$ cat src/hw/rtl/nearest_point_search_defines.svh
// Assertion macros for the nearest point search block.
// Included by the files that carry concurrent assertions; needs nothing else.
`ifndef NEAREST_POINT_SEARCH_DEFINES_SVH
`define NEAREST_POINT_SEARCH_DEFINES_SVH

// Same-cycle implication, sampled on the rising clock edge, off during reset.
`define NPS_ASSERT_NOW(label, clk, rst_n, ante, cons) \
	label: assert property (@(posedge clk) disable iff (!(rst_n)) (ante) |-> (cons)) \
		else $error("nearest_point_search: same-cycle check failed");

// Next-cycle implication, sampled on the rising clock edge, off during reset.
`define NPS_ASSERT_NEXT(label, clk, rst_n, ante, cons) \
	label: assert property (@(posedge clk) disable iff (!(rst_n)) (ante) |=> (cons)) \
		else $error("nearest_point_search: next-cycle check failed");

`endif

$ cat src/hw/rtl/nps_pkg.sv
// Shared widths, codes and defaults for the nearest point search block.
// Used by nps_isqrt and nearest_point_search; depends on nothing.
package nps_pkg;

	// Default geometry.
	localparam int LIST_COUNT_DEF      = 4;
	localparam int POINTS_PER_LIST_DEF = 512;

	// Field widths.
	localparam int OP_W     = 2;
	localparam int SEL_W    = 2;
	localparam int COORD_W  = 24;
	localparam int STATUS_W = 2;
	localparam int NLIST_W  = 2;
	localparam int NINDEX_W = 9;
	localparam int DIST_W   = 25;

	// Arithmetic widths: a coordinate difference, a squared distance, its root.
	localparam int DIFF_W = COORD_W + 1;
	localparam int SQ_W   = 2 * DIFF_W;
	localparam int ROOT_W = SQ_W / 2;

	// Stream layout.
	localparam int PT_W          = 3 * COORD_W;
	localparam int IN_TDATA_W    = ((PT_W + 7) / 8) * 8;
	localparam int IN_TUSER_W    = OP_W + SEL_W;
	localparam int OUT_FIELDS_W  = NLIST_W + NINDEX_W + DIST_W;
	localparam int OUT_TDATA_W   = ((OUT_FIELDS_W + 7) / 8) * 8;
	localparam int OUT_TUSER_W   = STATUS_W;

	// Operation codes.
	localparam logic [OP_W-1:0] OP_CLEAR  = 2'd0;
	localparam logic [OP_W-1:0] OP_APPEND = 2'd1;
	localparam logic [OP_W-1:0] OP_ALL    = 2'd2;
	localparam logic [OP_W-1:0] OP_ONE    = 2'd3;

	// Status codes.
	localparam logic [STATUS_W-1:0] ST_OK       = 2'd0;
	localparam logic [STATUS_W-1:0] ST_DROPPED  = 2'd1;
	localparam logic [STATUS_W-1:0] ST_NOTFOUND = 2'd2;

endpackage

$ cat src/hw/rtl/nps_isqrt.sv
// Iterative floor square root, one result bit per cycle.
// Depends on nps_pkg for the radicand and root widths.
module nps_isqrt (
	input  logic                        clk,
	input  logic                        arst_n,
	input  logic                        start,
	input  logic [nps_pkg::SQ_W-1:0]    radicand,
	output logic                        done,
	output logic [nps_pkg::ROOT_W-1:0]  root
);
	import nps_pkg::*;

	localparam int STEPS  = ROOT_W;
	localparam int STEP_W = $clog2(STEPS + 1);
	localparam int CUR_W  = ROOT_W + 3;

	logic                busy_q;
	logic                done_q;
	logic [STEP_W-1:0]   step_q;
	logic [SQ_W-1:0]     rad_q;
	logic [ROOT_W:0]     rem_q;
	logic [ROOT_W-1:0]   root_q;

	logic [CUR_W-1:0]    cur;
	logic [CUR_W-1:0]    trial;
	logic [CUR_W-1:0]    diff;
	logic                take;

	// Bring down the next two radicand bits and try the next root bit.
	assign cur   = {rem_q, rad_q[SQ_W-1 -: 2]};
	assign trial = {1'b0, root_q, 2'b01};
	assign take  = (cur >= trial);
	assign diff  = cur - trial;

	always_ff @(posedge clk or negedge arst_n) begin
		if (!arst_n) begin
			busy_q <= 1'b0;
			done_q <= 1'b0;
			step_q <= '0;
		end else begin
			done_q <= 1'b0;
			if (start) begin
				busy_q <= 1'b1;
				step_q <= STEP_W'(STEPS);
			end else if (busy_q) begin
				step_q <= step_q - STEP_W'(1);
				if (step_q == STEP_W'(1)) begin
					busy_q <= 1'b0;
					done_q <= 1'b1;
				end
			end
		end
	end

	always_ff @(posedge clk) begin
		if (start) begin
			rad_q  <= radicand;
			rem_q  <= '0;
			root_q <= '0;
		end else if (busy_q) begin
			rad_q  <= {rad_q[SQ_W-3:0], 2'b00};
			rem_q  <= take ? diff[ROOT_W:0] : cur[ROOT_W:0];
			root_q <= {root_q[ROOT_W-2:0], take};
		end
	end

	assign done = done_q;
	assign root = root_q;

endmodule

$ cat config.mk
export PLATFORM = sky130hd
export DESIGN_NAME = nps_isqrt
export DESIGN_NICKNAME = d
export VERILOG_FILES = /design/src/hw/rtl/nearest_point_search_defines.svh /design/src/hw/rtl/nps_pkg.sv /design/src/hw/rtl/nps_isqrt.sv
export SDC_FILE = /design/constraint.sdc
export NUM_CORES = 1
export LEC_CHECK = 0
export BUFFER_PORTS_ARGS = -buffer_cell sky130_fd_sc_hd__buf_4
export CORE_MARGIN = 5
export CORE_UTILIZATION = 58
export DETAILED_ROUTE_END_ITERATION = 8
export GPL_TIMING_DRIVEN = 0
export PLACE_DENSITY = 0.77
export SETUP_SLACK_MARGIN = 0.5
export SLEW_MARGIN = 20
export SYNTH_ARGS = -nofsm -noshare
export SYNTH_HDL_FRONTEND = slang
export SYNTH_SLANG_ARGS = --single-unit
$ cat constraint.sdc
create_clock -name clk -period 3.2 [get_ports clk]
set_clock_uncertainty 0.05 [all_clocks]
set_input_delay 0.16 -clock clk [delete_from_list [all_inputs] [get_ports clk]]
set_output_delay 0.16 -clock clk [all_outputs]
set_load 0.1 [all_outputs]
-- Yosys cells after proc, flatten, opt, wreduce, memory -nomap -nowiden
Index checks and enable logic that the tools add are counted.
- word-level logic and storage cells: 22
- register bits after elaboration: 108
- bits of input ports: 53
- output and inout bits: 26
- add/sub/neg operators: 2
- $lt $le $gt $ge: 1
- eq/ne operators: 1
- multiplexer cells: 11
- reductions and logical operators: 1
- operator list (kind ; number):
    $mux W50 ; 2
    $ge A28 B27 Y1 ; 1
    $mux W26 ; 1
    $sub A26 B26 Y26 ; 1
    $mux W5 ; 2
    $mux W1 ; 6
    $eq A5 B1 Y1 const B ; 1
    $sub A5 B1 Y5 const B ; 1
    $reduce_bool A2 Y1 ; 1

-- Longest topological paths before layout
- depth in word-level cells: 4
- depth in mapped cells: 14

-- Worst setup path before layout
Ideal clock, no wire load.
- path type: register -> register
- start point: register root_q[11] (netlist: root[11])
- end point: register rem_q[21]
- slack: -0.323 ns
- arrival: 3.345 ns
- buffers on the path: 1
- stages on the path, launching flop included: 13
- period minus slack after synthesis: 3.523 ns
- setup time: 0.128 ns
- path through: dfxtp_1 > inv_1 > ha_1 > a21oi_1 > o221ai_1 > a211oi_2 > o22ai_1 > a211o_1 > a41oi_2 > buf_4 > mux2_2 > mux2i_1 > nor2_1
- longest elaborated chain between the ends: 2
- ends and longest elaborated chain (element ; RTL line ; text):
    from (decl) ; nps_isqrt.sv:22 ; logic [ROOT_W-1:0] root_q;
    from (signal assigned) ; nps_isqrt.sv:63 ; root_q <= {root_q[ROOT_W-2:0], take};
    $sub A26 B26 Y26 or $ge A28 B27 Y1 (tied branches) ; nps_isqrt.sv:33, nps_isqrt.sv:32 ;
    $mux W26 (*) ; nps_isqrt.sv:62 ; rem_q <= take ? diff[ROOT_W:0] : cur[ROOT_W:0];
    to (signal assigned) ; nps_isqrt.sv:62 ;
    to (decl) ; nps_isqrt.sv:21 ; logic [ROOT_W:0] rem_q;
Mark *: on every way between the ends. The rest lies on a longest branch, timed or not.
A chain may end at the register's enable or synchronous reset.

-- Worst setup path after layout
- start point: register root_q[12] (netlist: root[12])
- end point: register rem_q[21]
The elaborated chain is that of the path after synthesis.

==> metrics.txt <==
VDD IR max=629 uV; commonest non-fill, non-tap cell in the layout=buf_4; Critical Path Source=root[12]$_SDFFE_PP0P_; Clock Pin Slew Worst Setup and Hold Paths=110 ps; routed len/inst=17.8 microns; pwr dens=889 nW/um^2; ant diodes=0; hold path start=radicand[1]; Setup Crit Path Kind=reg -> reg; CTS tree=built; GPL Wtd Cong=0.893; Final setup violation count=0; Avg Inst Size Synth=10.4 sq um; Hold WC Path Type=in -> reg; Initial Util=0.595; full die area=12,100 sq um; Critical Path RT=3410 ps; vias in the first global route=4,566; Worst-Skew Late Latency=380 ps; TritonRoute pass-1 iters=5; Initial DRC Count=336; Post-Syn Nets=640; part of the cycle the worst path needs=0.882; DPL Wire Length=9460 microns; Mapped Area=5820 sq um; via count=4,730; Die Width=110 microns; Area growth, synth to finish=29.1%; # IOs=79; H-tree depth reported by CTS=3; grt total ovfl=0; initial antenna violation count=0; register area share after synthesis=0.464; DP Cell Count=768; Worst EP arrival=3040 ps; layout cell share with drive strength beyond 1=0.396; cell count after synthesis=558; Worst-Margin Slew=839 ps; final hold vios=0; drc violations=0; GRT Overall Usage=0.234; Max-cap violations=0; WL final=14,400 microns; CTS Buf Count=9; post-layout min period=2820 ps; Final #Nets=752; max-slew violations=0; Synth async-reset ratio=0.0648; Worst Setup End Kind=flop; outcome=complete, no violations; TritonCTS Sinks=108; slew margin rel.=0.441; Pleak=3.17 nW; Cell variety after synth=57; Highest Clock Rate=354 MHz; Via density=5.85; Yosys reg bits=108; first-pass GRT wire length=22,000 microns; Synth Flop Type=dfxtp_1; most frequent cells in the layout=buf_4 (96), nor2_1 (68), edfxtp_1 (50), mux2_2 (48), inv_1 (36); fin util=0.768; Hold Slack=11.9 ps; CORE AREA=9770 sq um; CP startpoint kind=flop; Layout fillers=671; Post-synth EDFFs=50; PortBufs=77; Synth Warn #=0; maximum root-to-sink buffer count=2; worst r2r src=root[12]$_SDFFE_PP0P_; fin cells=808; Core Rows=36; Setup TNS Final=0 ps; RSZ-0062 raised after global routing=yes; clk root buf=clkbuf_8; largest net degree at the start of global routing=52; die outline height=110 microns; crit path max fanout=5; post-detailed-route count of antenna-violating nets=0
[worst paths after layout]
check	endpoint	slack [ps]	depth (start not counted)
max	rem_q[21]$_SDFFE_PP0P_	380	13
min in group asynchronous	step_q[0]$_DFFE_PN0P_	60	2
max reg2reg	rem_q[21]$_SDFFE_PP0P_	380	13
max in group asynchronous	step_q[3]$_DFFE_PN0P_	2910	2
min reg2reg	rem_q[25]$_SDFFE_PP0P_	440	2
min	rad_q[1]$_SDFFCE_PN0P_	10	2
[report_power, final]
part	internal (mW)	total (mW)	switching, mW
logic	1.96	4.03	2.07
clock network	0.300	0.808	0.508
registers	1.66	1.83	0.172
total	3.92	6.67	2.75
[cells in the mapped netlist (3+ instances only)]
master    instances  area share
nor3_1           10      0.0086
nor2_1           70       0.045
nor2b_1           5      0.0054
o21a_1            6      0.0077
o31a_1            3      0.0045
nand2b_1          9      0.0097
mux2_2           49       0.095
a211o_1           4      0.0060
clkbuf_1         21       0.014
a21o_1            9       0.012
o21ai_0           9      0.0077
nand3_1           6      0.0052
o21ai_1           3      0.0026
a31oi_1           3      0.0032
inv_1            40       0.026
and2_1            3      0.0032
nand2_1          15      0.0097
dfxtp_1          51        0.18
a211oi_1         23       0.030
xor2_1            6      0.0090
mux2i_1          33       0.057
xnor2_1          13       0.020
dfrtp_1           7       0.030
ha_1             29       0.062
a21oi_1          35       0.030
edfxtp_1         50        0.26
o211ai_1          3      0.0039
o21bai_1          3      0.0039
nand4_1           4      0.0043
[metal layers]
| metal | wire length [microns] | part of all wire | track usage |
|---|---|---|---|
| met2 | 7040 | 0.49 | 0.388 |
| met5 | 0 | 0 | 0 |
| met3 | 996 | 0.069 | 0.0454 |
| met1 | 6050 | 0.42 | 0.308 |
| met4 | 323 | 0.022 | 0.0818 |
[area by class of cell]
| cell class | instances | area [sq um] | share of cell area |
|---|---|---|---|
| multi-input combinational | 381 | 3230 | 0.430 |
| sequential | 108 | 2780 | 0.370 |
| timing repair buffer | 101 | 802 | 0.107 |
| buffer | 29 | 190 | 0.0253 |
| tap | 133 | 166 | 0.0222 |
| inverter | 40 | 153 | 0.0203 |
| clock buffer | 10 | 128 | 0.0170 |
| clock inverter | 6 | 61.3 | 0.00817 |
[what timing repair did]
| item | in CTS | in global routing |
|---|---|---|
| hold buffers | 1 | 1 |
| pin swaps | 16 | 17 |
| cloned | 1 | 2 |
| hold endpoints to repair | 7 | 1 |
| buffers inserted | 13 | 6 |
| gates resized for setup | 37 | 38 |
| endpoints found under the setup margin | 27 | 27 |
[critical path, stage by stage, from the launching register on]
cell and delay, ps:
dfxtp_4 370, inv_4 40, ha_4 260, buf_8 90, nand4_1 140, or3_4 430
nor3_4 180, o21a_1 190, a211o_1 160, a41oi_4 150, buf_6 180, mux2_4 300
mux2i_1 130, nor2_1 50
[sequential cells by signal, summed over array words and instances, names as in the netlist]
name    cells
rad_q      50
rem_q      26
root       25
step_q      5
done        1
busy_q      1
[cells by family (layout without fill, tap and decap cells)]
family | after synthesis | after routing | synth area share
compound gates | 118 | 118 | 0.140
xor+xnor | 19 | 19 | 0.0286
fa+ha+maj | 29 | 29 | 0.0624
buf+inv | 69 | 186 | 0.0488
flops | 108 | 108 | 0.464
mux | 82 | 82 | 0.152
simple gates | 133 | 133 | 0.105
[per-stage QoR]
| stage | area [sq um] | total power [mW] | setup slack (ps) |
|---|---|---|---|
| 6_report | 7510 | 6.67 | 376 |
| 5_1_grt | 7510 | 7.06 | 260 |
| 4_1_cts | 7240 | 6.03 | 404 |
| 3_5_place_dp | 6730 | 4.81 | 239 |
| 3_3_place_gp | 6730 | 4.74 | 276 |
| 2_1_floorplan | 5990 | 4.19 | 397 |
Power figures use the tool's default switching activity.
